===== src/design/cffa_pkg.sv =====
// Shared widths, codes and types of the first-fit core allocator.
`timescale 1ns / 1ps
`default_nettype none

package cffa_pkg;

  localparam int unsigned PID_W = 16;
  localparam int unsigned CNT_W = 5;

  localparam logic CMD_ALLOC   = 1'b0;
  localparam logic CMD_RELEASE = 1'b1;

  typedef enum logic [2:0] {
    ST_IDLE  = 3'b001,
    ST_ALLOC = 3'b010,
    ST_REL   = 3'b100
  } state_e;

  typedef struct packed {
    logic set;
    logic clr;
    logic clear_all;
  } busy_ctl_t;

endpackage

`default_nettype wire


===== src/design/cffa_ifs.sv =====
// Request and result channel interfaces of the first-fit core allocator.
`timescale 1ns / 1ps
`default_nettype none

interface cffa_req_if;
  logic                       valid;
  logic                       ready;
  logic                       cmd;
  logic [cffa_pkg::PID_W-1:0] program_id;
  logic [cffa_pkg::CNT_W-1:0] core_request;

  modport source (output valid, output cmd, output program_id, output core_request,
                  input ready);
  modport sink   (input valid, input cmd, input program_id, input core_request,
                  output ready);
endinterface

interface cffa_rsp_if;
  logic                       valid;
  logic                       ready;
  logic [cffa_pkg::CNT_W-1:0] core_number;
  logic [cffa_pkg::CNT_W-1:0] free_count;
  logic                       last;

  modport source (output valid, output core_number, output free_count, output last,
                  input ready);
  modport sink   (input valid, input core_number, input free_count, input last,
                  output ready);
endinterface

`default_nettype wire


===== src/design/core_first_fit_allocator_core.sv =====
// Top level of the first-fit core allocator: scan sequencer, owner memory and result register.
//
//   channel  dir  handshake      word
//   req_i    in   valid/ready    cmd, program_id, core_request
//   rsp_o    out  valid/ready    core_number, free_count, last
//   cfg      in   cfg_we_i       cfg_data_i (core count)
//
// One request word is worked on at a time; the next is taken once the last result word has
// been loaded into the output register. An allocate walks the busy bits one core per cycle,
// waiting at a free core while the result register is full, and gives a zero core number for
// each slot left unserved. A release reads the owner memory one core per cycle unless stalled,
// through its registered read port. A stalled result register holds the scan where it stands.
// Reset clears the busy bits at once; there is no clearing pass.
`timescale 1ns / 1ps
`default_nettype none

module core_first_fit_allocator_core #(
  parameter int unsigned MAX_CORES = 16
) (
  input  wire logic                       clk_i,
  input  wire logic                       rst_ni,
  input  wire logic                       cfg_we_i,
  input  wire logic [cffa_pkg::CNT_W-1:0] cfg_data_i,
  cffa_req_if.sink                        req_i,
  cffa_rsp_if.source                      rsp_o
);

  localparam int unsigned IdxW = (MAX_CORES > 1) ? $clog2(MAX_CORES) : 1;
  localparam int unsigned PtrW = $clog2(MAX_CORES + 1);
  localparam int unsigned CntW = cffa_pkg::CNT_W;
  localparam int unsigned PidW = cffa_pkg::PID_W;

  cffa_pkg::state_e state_q, state_d;

  logic [PtrW-1:0] ptr_q, ptr_d;
  logic [CntW-1:0] left_q, left_d;
  logic            none_q, none_d;
  logic [PidW-1:0] pid_q, pid_d;
  logic            s1_vld_q, s1_vld_d;
  logic [IdxW-1:0] s1_idx_q, s1_idx_d;
  logic            pend_vld_q, pend_vld_d;
  logic [CntW-1:0] pend_core_q, pend_core_d;
  logic [CntW-1:0] pend_free_q, pend_free_d;
  logic [CntW-1:0] count_q, count_d;
  logic [CntW-1:0] free_q, free_d;

  logic            out_vld_q, out_vld_d;
  logic [CntW-1:0] out_core_q, out_core_d;
  logic [CntW-1:0] out_free_q, out_free_d;
  logic            out_last_q, out_last_d;

  cffa_pkg::busy_ctl_t  busy_ctl;
  logic [IdxW-1:0]      busy_idx;
  logic [MAX_CORES-1:0] busy;

  logic            ram_we;
  logic [IdxW-1:0] ram_raddr;
  logic [PidW-1:0] ram_rdata;

  logic [IdxW-1:0] ptr_idx;
  logic            ptr_in;
  logic            out_room;
  logic            match;
  logic            stall;
  logic            issue;
  logic [CntW-1:0] cfg_clamped;

  assign ptr_idx  = ptr_q[IdxW-1:0];
  assign ptr_in   = 32'(ptr_q) < 32'(count_q);
  assign out_room = !out_vld_q || rsp_o.ready;
  assign match    = s1_vld_q && busy[s1_idx_q] && (ram_rdata == pid_q);
  assign stall    = (state_q == cffa_pkg::ST_REL) && match && pend_vld_q && !out_room;
  assign issue    = ptr_in && !stall;

  always_comb begin
    if (cfg_data_i == '0) begin
      cfg_clamped = CntW'(1);
    end else if (32'(cfg_data_i) > 32'(MAX_CORES)) begin
      cfg_clamped = CntW'(MAX_CORES);
    end else begin
      cfg_clamped = cfg_data_i;
    end
  end

  // While a release is stalled the memory re-reads the held entry so its data stays valid.
  assign ram_raddr = stall ? s1_idx_q : ptr_idx;

  always_comb begin
    state_d     = state_q;
    ptr_d       = ptr_q;
    left_d      = left_q;
    none_d      = none_q;
    pid_d       = pid_q;
    s1_vld_d    = s1_vld_q;
    s1_idx_d    = s1_idx_q;
    pend_vld_d  = pend_vld_q;
    pend_core_d = pend_core_q;
    pend_free_d = pend_free_q;
    count_d     = count_q;
    free_d      = free_q;
    out_vld_d   = out_vld_q && !rsp_o.ready;
    out_core_d  = out_core_q;
    out_free_d  = out_free_q;
    out_last_d  = out_last_q;
    busy_ctl    = '0;
    busy_idx    = ptr_idx;
    ram_we      = 1'b0;
    req_i.ready = 1'b0;

    case (state_q)
      cffa_pkg::ST_IDLE: begin
        req_i.ready = 1'b1;
        if (req_i.valid) begin
          pid_d      = req_i.program_id;
          ptr_d      = '0;
          s1_vld_d   = 1'b0;
          pend_vld_d = 1'b0;
          none_d     = (req_i.core_request == '0);
          if (req_i.core_request == '0) begin
            left_d = CntW'(1);
          end else if (32'(req_i.core_request) > 32'(MAX_CORES)) begin
            left_d = CntW'(MAX_CORES);
          end else begin
            left_d = req_i.core_request;
          end
          if (req_i.cmd == cffa_pkg::CMD_ALLOC) begin
            state_d = cffa_pkg::ST_ALLOC;
          end else begin
            state_d = cffa_pkg::ST_REL;
          end
        end
      end

      cffa_pkg::ST_ALLOC: begin
        if (ptr_in && !none_q && busy[ptr_idx]) begin
          ptr_d = ptr_q + PtrW'(1);
        end else if (out_room) begin
          out_vld_d  = 1'b1;
          out_last_d = (left_q == CntW'(1));
          left_d     = left_q - CntW'(1);
          if (ptr_in && !none_q) begin
            busy_ctl.set = 1'b1;
            ram_we       = 1'b1;
            if (free_q != '0) begin
              free_d = free_q - CntW'(1);
            end
            out_core_d = CntW'(ptr_q) + CntW'(1);
            ptr_d      = ptr_q + PtrW'(1);
          end else begin
            out_core_d = '0;
          end
          out_free_d = free_d;
          if (left_q == CntW'(1)) begin
            state_d = cffa_pkg::ST_IDLE;
          end
        end
      end

      cffa_pkg::ST_REL: begin
        busy_idx = s1_idx_q;
        if (match && !stall) begin
          // The freed core is held back until the next one is found, so that the
          // final word of the release can carry the last marker.
          if (pend_vld_q) begin
            out_vld_d  = 1'b1;
            out_core_d = pend_core_q;
            out_free_d = pend_free_q;
            out_last_d = 1'b0;
          end
          busy_ctl.clr = 1'b1;
          if (free_q < count_q) begin
            free_d = free_q + CntW'(1);
          end
          pend_vld_d  = 1'b1;
          pend_core_d = CntW'(s1_idx_q) + CntW'(1);
          pend_free_d = free_d;
        end
        if (!stall) begin
          s1_vld_d = issue;
          s1_idx_d = ptr_idx;
          if (issue) begin
            ptr_d = ptr_q + PtrW'(1);
          end
        end
        if (!s1_vld_q && !ptr_in && out_room) begin
          out_vld_d  = 1'b1;
          out_last_d = 1'b1;
          out_core_d = pend_vld_q ? pend_core_q : '0;
          out_free_d = pend_vld_q ? pend_free_q : free_q;
          pend_vld_d = 1'b0;
          state_d    = cffa_pkg::ST_IDLE;
        end
      end

      default: begin
        state_d = cffa_pkg::ST_IDLE;
      end
    endcase

    if (cfg_we_i) begin
      count_d            = cfg_clamped;
      free_d             = cfg_clamped;
      busy_ctl.clear_all = 1'b1;
    end
  end

  always_ff @(posedge clk_i or negedge rst_ni) begin
    if (!rst_ni) begin
      state_q    <= cffa_pkg::ST_IDLE;
      ptr_q      <= '0;
      left_q     <= '0;
      none_q     <= 1'b0;
      s1_vld_q   <= 1'b0;
      pend_vld_q <= 1'b0;
      count_q    <= (32'(MAX_CORES) < 32'd16) ? CntW'(MAX_CORES) : CntW'(16);
      free_q     <= (32'(MAX_CORES) < 32'd16) ? CntW'(MAX_CORES) : CntW'(16);
      out_vld_q  <= 1'b0;
    end else begin
      state_q    <= state_d;
      ptr_q      <= ptr_d;
      left_q     <= left_d;
      none_q     <= none_d;
      s1_vld_q   <= s1_vld_d;
      pend_vld_q <= pend_vld_d;
      count_q    <= count_d;
      free_q     <= free_d;
      out_vld_q  <= out_vld_d;
    end
  end

  always_ff @(posedge clk_i) begin
    pid_q       <= pid_d;
    s1_idx_q    <= s1_idx_d;
    pend_core_q <= pend_core_d;
    pend_free_q <= pend_free_d;
    out_core_q  <= out_core_d;
    out_free_q  <= out_free_d;
    out_last_q  <= out_last_d;
  end

  cffa_busy_map #(
    .NumCores (MAX_CORES)
  ) u_busy_map (
    .clk_i  (clk_i),
    .rst_ni (rst_ni),
    .ctl_i  (busy_ctl),
    .idx_i  (busy_idx),
    .busy_o (busy)
  );

  cffa_ram #(
    .Width (PidW),
    .Depth (MAX_CORES)
  ) u_owner_ram (
    .clk_i   (clk_i),
    .we_i    (ram_we),
    .waddr_i (ptr_idx),
    .wdata_i (pid_q),
    .raddr_i (ram_raddr),
    .rdata_o (ram_rdata)
  );

  assign rsp_o.valid       = out_vld_q;
  assign rsp_o.core_number = out_core_q;
  assign rsp_o.free_count  = out_free_q;
  assign rsp_o.last        = out_last_q;

  // The free count and the busy bits must always tell the same story.
  a_free_matches_busy: assert property (@(posedge clk_i) disable iff (!rst_ni)
    (32'(count_q) - 32'(free_q)) == $countones(busy))
    else $error("free count disagrees with busy bits");

  a_free_le_count: assert property (@(posedge clk_i) disable iff (!rst_ni)
    free_q <= count_q)
    else $error("free count above core count");

  a_cfg_clears: assert property (@(posedge clk_i) disable iff (!rst_ni)
    cfg_we_i |=> (busy == '0) && (free_q == count_q))
    else $error("core count write did not free all cores");

endmodule

`default_nettype wire


===== src/design/cffa_ram.sv =====
// Generic single-port-write, single-port-read RAM with registered read data.
`timescale 1ns / 1ps
`default_nettype none

module cffa_ram #(
  parameter int unsigned Width = 16,
  parameter int unsigned Depth = 16,
  localparam int unsigned AddrW = (Depth > 1) ? $clog2(Depth) : 1
) (
  input  wire logic             clk_i,
  input  wire logic             we_i,
  input  wire logic [AddrW-1:0] waddr_i,
  input  wire logic [Width-1:0] wdata_i,
  input  wire logic [AddrW-1:0] raddr_i,
  output logic      [Width-1:0] rdata_o
);

  logic [Width-1:0] mem_q [Depth];
  logic [Width-1:0] rdata_q;

  always_ff @(posedge clk_i) begin
    if (we_i) begin
      mem_q[waddr_i] <= wdata_i;
    end
    rdata_q <= mem_q[raddr_i];
  end

  assign rdata_o = rdata_q;

endmodule

`default_nettype wire


===== src/design/cffa_busy_map.sv =====
// Busy bit per core, cleared at reset and on a core count write.
`timescale 1ns / 1ps
`default_nettype none

module cffa_busy_map #(
  parameter int unsigned NumCores = 16,
  localparam int unsigned IdxW = (NumCores > 1) ? $clog2(NumCores) : 1
) (
  input  wire logic                clk_i,
  input  wire logic                rst_ni,
  input  wire cffa_pkg::busy_ctl_t ctl_i,
  input  wire logic [IdxW-1:0]     idx_i,
  output logic [NumCores-1:0]      busy_o
);

  logic [NumCores-1:0] busy_q;

  always_ff @(posedge clk_i or negedge rst_ni) begin
    if (!rst_ni) begin
      busy_q <= '0;
    end else if (ctl_i.clear_all) begin
      busy_q <= '0;
    end else begin
      if (ctl_i.set) begin
        busy_q[idx_i] <= 1'b1;
      end
      if (ctl_i.clr) begin
        busy_q[idx_i] <= 1'b0;
      end
    end
  end

  assign busy_o = busy_q;

endmodule

`default_nettype wire

===== src/flat_wrapper.sv =====
// flat-port wrapper written by rule: the top's interface ports become plain ports
module core_first_fit_allocator_core_flat 
#(
  parameter int unsigned MAX_CORES = 16
)
  (clk_i, rst_ni, cfg_we_i, cfg_data_i, req_i_valid, req_i_cmd, req_i_program_id, req_i_core_request, req_i_ready, rsp_o_valid, rsp_o_core_number, rsp_o_free_count, rsp_o_last, rsp_o_ready);
  cffa_req_if req_i_i ();
  cffa_rsp_if rsp_o_i ();
  input  wire logic clk_i;
  input  wire logic rst_ni;
  input  wire logic cfg_we_i;
  input  wire logic [cffa_pkg::CNT_W-1:0] cfg_data_i;
  input wire logic [$bits(req_i_i.valid)-1:0] req_i_valid;
  input wire logic [$bits(req_i_i.cmd)-1:0] req_i_cmd;
  input wire logic [$bits(req_i_i.program_id)-1:0] req_i_program_id;
  input wire logic [$bits(req_i_i.core_request)-1:0] req_i_core_request;
  output wire logic [$bits(req_i_i.ready)-1:0] req_i_ready;
  output wire logic [$bits(rsp_o_i.valid)-1:0] rsp_o_valid;
  output wire logic [$bits(rsp_o_i.core_number)-1:0] rsp_o_core_number;
  output wire logic [$bits(rsp_o_i.free_count)-1:0] rsp_o_free_count;
  output wire logic [$bits(rsp_o_i.last)-1:0] rsp_o_last;
  input wire logic [$bits(rsp_o_i.ready)-1:0] rsp_o_ready;
  assign req_i_i.valid = req_i_valid;
  assign req_i_i.cmd = req_i_cmd;
  assign req_i_i.program_id = req_i_program_id;
  assign req_i_i.core_request = req_i_core_request;
  assign req_i_ready = req_i_i.ready;
  assign rsp_o_valid = rsp_o_i.valid;
  assign rsp_o_core_number = rsp_o_i.core_number;
  assign rsp_o_free_count = rsp_o_i.free_count;
  assign rsp_o_last = rsp_o_i.last;
  assign rsp_o_i.ready = rsp_o_ready;
  core_first_fit_allocator_core #(.MAX_CORES(MAX_CORES)) u_core (.clk_i(clk_i), .rst_ni(rst_ni), .cfg_we_i(cfg_we_i), .cfg_data_i(cfg_data_i), .req_i(req_i_i), .rsp_o(rsp_o_i));
endmodule

===== config.mk =====
export PLATFORM = sky130hd
export DESIGN_NAME = core_first_fit_allocator_core_flat
export DESIGN_NICKNAME = d
export VERILOG_FILES = /design/src/design/cffa_pkg.sv /design/src/design/cffa_ifs.sv /design/src/design/core_first_fit_allocator_core.sv /design/src/design/cffa_ram.sv /design/src/design/cffa_busy_map.sv /design/src/flat_wrapper.sv
export SDC_FILE = /design/constraint.sdc
export NUM_CORES = 1
export LEC_CHECK = 0
export BUFFER_PORTS_ARGS = -buffer_cell sky130_fd_sc_hd__buf_2
export CORE_ASPECT_RATIO = 1.5
export CORE_UTILIZATION = 29
export DETAILED_ROUTE_END_ITERATION = 8
export PLACE_DENSITY_LB_ADDON = 0.2
export SLEW_MARGIN = 20
export SYNTH_ARGS = -nofsm -noshare
export SYNTH_HDL_FRONTEND = slang
export SYNTH_SLANG_ARGS = --single-unit

===== constraint.sdc =====
create_clock -name clk_i -period 4.7 [get_ports clk_i]
set_clock_uncertainty 0.15 [all_clocks]
set_input_delay 0.47 -clock clk_i [delete_from_list [all_inputs] [get_ports clk_i]]
set_output_delay 0.47 -clock clk_i [all_outputs]
set_load 0.02 [all_outputs]

==> flow_summary_export.csv <==
group,metric,value,unit
layout,register_area,10300,um^2
clocking,cts_setup_buffers,0,
logic_synthesis,syn-mean-instance-area,9.94,um^2
logic_synthesis,synth_seq_area_share,0.546,
logic_synthesis,yosys.area.top_type,"edfxtp_1",
clocking,cts_max_path_buffers,3,
sta,fin_crit,4.23,ns
floorplanning,die_h,315,um
power,total_power,9.25,mW
place,gp_congestion,0.807,
logic_synthesis,synth.distinct_cells,77,
logic_synthesis,synth_edf_count,297,
worst_setup_path,crit_path_end_kind,"flip-flop",
worst_setup_path,worstPathArrival,4.50,ns
layout,mostFrequentLayoutCell,"nand2_1",
drt,via_per_inst,5.76,
global_routing,grt_overflow,0,
drt,num_vias,16000,
sta,slew_headroom,0.243,
sta,slew_violations,0,
place,io_buffer_count,44,
power,ir_drop,0.323,mV
layout,layout-drive-gt1-share,0.107,
worst_setup_path,required,4.97,ns
floorplanning,core,64500,um^2
floorplanning,rows,114,
global_routing,grt_max_degree,136,
worst_setup_path,crit_fanout,68,
layout,fill_cells,6561,
floorplanning,dieArea,66200,um^2
global_routing,grt_pass1_wl,101,mm
sta,fin_crit_sh,0.900,
clocking,numClockSinks,356,
sta,setup_viol,0,
floorplanning,die_x,210,um
drt,ant_nets,0,
clocking,root_buffer,"clkbuf_16",
logic_synthesis,synth.cell_area,18900,um^2
worst_setup_path,rrSetupSlack,0.47,ns
worst_setup_path,cp-start-kind,"flip-flop",
hold_path,worstHoldPathType,"input pin to flip-flop",
sta,grt_setup_unrepaired,"no",
run_status,status,"complete, no violations",
floorplanning,io_pins,45,
drt,drt_iter0_drc,1603,
layout,diodes,0,
drt,wl_per_cell,24.4,um
worst_setup_path,crit_type,"flip-flop to flip-flop",
place,dpl.hpwl,36.6,mm
global_routing,antenna_found_initial,0,
logic_synthesis,ys_seq_elements,356,
logic_synthesis,syn_inst,1900,
global_routing,grt_pass1_vias,15800,
power,p_leak,7.24,nW
logic_synthesis,synthArstFlopShare,0.121,
run,cap_violations,0,
power,cellPowerDensity,431,nW/um^2
logic_synthesis,synthDominantCellAreaShare,0.472,
floorplanning,initial_utilization,0.293,
clocking,cts_inserted_buffers,36,
logic_synthesis,yosys_warnings,0,
clocking,clk_latency,0.55,ns
clocking,cts.clk_slew.worst_paths,0.07,ns
layout,multiInputGateArea,7810,um^2
layout,finalNetCount,1926,
logic_synthesis,synthTopCellsByArea,"edfxtp_1 (47%), nand2_1 (11%), a2111oi_0 (6.0%)",
drt,drt-total-wl,67.7,mm
sta,finalSetupTns,0,ns
layout,mostFrequentLayoutCells,"nand2_1 (554), edfxtp_1 (297), nor2_1 (153), a32oi_1 (129), a2111oi_0 (129)",
logic_synthesis,ys.flop_type,"edfxtp_1",
drt,drtPass1Iterations,6,
clocking,cts_tree,"built",
layout,area_delta_synth_final,13.7,%
layout,fin_area,21500,um^2
clocking,htree_levels,2,
logic_synthesis,synth_nets,1949,
place,dpl_cell_area,20200,um^2
sta,fmax,0.236,GHz
global_routing,grt_usage,0.201,
sta,tightest_slew,1.14,ns
sta,hold_violations,0,
drt,remaining_drc_errors,0,
-- flip-flops by register name, summed over array words and instances (netlist names), 16 cells and up --
name	cells
u_core.pid_q	16
u_core.u_owner_ram.mem_q	256
u_core.u_owner_ram.rdata_o	16
u_core.u_busy_map.busy_o	16
-- per-stage QoR --
| stage | cells | utilization | worst slack, ns | hold slack, ns |
|---|---|---|---|---|
| after floorplan | 1900 | - | 0.607 | 0.0244 |
| after global placement | 2698 | 0.313 | 0.656 | 0.332 |
| after detailed placement | 2698 | 0.313 | 0.552 | 0.320 |
| after CTS | 2774 | 0.333 | 0.549 | 0.00449 |
| after global routing | 2775 | 0.333 | 0.291 | 0.00892 |
| final | 2775 | 0.333 | 0.471 | 0.0218 |
-- metal layers --
layer / up-vias / global-route usage / part of all wire
li1: 7131 / - / -
met1: 7973 / 0.247 / 0.40
met2: 723 / 0.347 / 0.49
met3: 168 / 0.0207 / 0.062
met4: 0 / 0.104 / 0.047
met5: - / 0 / 0
-- synthesized netlist by cell type, types with 16 or more instances --
| cell | count |
|---|---|
| nand2_1 | 554 |
| edfxtp_1 | 297 |
| nor2_1 | 155 |
| clkbuf_1 | 147 |
| a2111oi_0 | 129 |
| a32oi_1 | 129 |
| o22ai_1 | 65 |
| dfrtp_1 | 40 |
| o21ai_0 | 26 |
| a31oi_1 | 20 |
| inv_1 | 20 |
| a211oi_1 | 18 |
| or4_1 | 18 |
| ha_1 | 17 |
| xnor2_1 | 17 |
| and3_1 | 16 |
| dfxtp_1 | 16 |
| nor3_1 | 16 |
-- worst paths after layout --
check / end / start / cells after the start
max: u_core.u_owner_ram.rdata_o[13]$_DFF_P_ / u_core.pid_q[11]$_DFFE_PP_ / 9
min in group asynchronous: u_core.left_q[2]$_DFFE_PN0P_ / rst_ni / 3
min: u_core.count_q[4]$_DFFE_PN1P_ / cfg_data_i[4] / 3
max reg2reg: u_core.u_owner_ram.rdata_o[13]$_DFF_P_ / u_core.pid_q[11]$_DFFE_PP_ / 9
max in group asynchronous: u_core.ptr_q[0]$_DFFE_PN0P_ / rst_ni / 3
min reg2reg: u_core.count_q[3]$_DFFE_PN0P_ / u_core.count_q[3]$_DFFE_PN0P_ / 1
-- cell type report --
| type | instances | share of cell area |
|---|---|---|
| Inverter | 25 | 0.00460 |
| Tap cell | 870 | 0.0507 |
| Clock inverter | 16 | 0.00798 |
| Timing Repair Buffer | 113 | 0.0450 |
| Multi-Input combinational cell | 1345 | 0.364 |
| Clock buffer | 50 | 0.0473 |
| Sequential cell | 356 | 0.481 |
-- report_power, final --
| part | internal [mW] | switching (mW) |
|---|---|---|
| sequential | 3.74 | 0.233 |
| clock | 1.69 | 1.28 |
| combinational | 0.786 | 1.53 |
| total | 6.21 | 3.04 |
-- worst max-delay path, stage by stage, from the launching register on --
cell,delay [ns]
edfxtp_1,0.71
xnor2_1,0.28
nand4_1,0.28
or3_4,0.21
buf_4,0.63
buf_4,0.80
a2111oi_0,0.17
nor2_1,0.17
o22ai_1,0.11
or4_1,0.54
-- cells by family (layout without fill, tap and decap cells) --
kind of cell,Yosys count,count (layout),share of synthesized area
AOI/OAI and AO/OA,450,450,0.187
xor gates and xnor gates,20,20,0.00927
adders and majority gates,17,17,0.0113
buffers and inverters,199,204,0.0422
DFF,356,356,0.546
muxes,24,24,0.0206
and+or+nand+nor,834,834,0.183
-- what timing repair did --
| action | CTS | global route |
|---|---|---|
| hold buffers | 10 | 1 |
| gates resized for setup | 0 | 0 |
| endpoints found under the hold margin | 50 | 1 |
| endpoints found under the setup margin | 0 | 0 |
(Power assumes the default switching activity.)
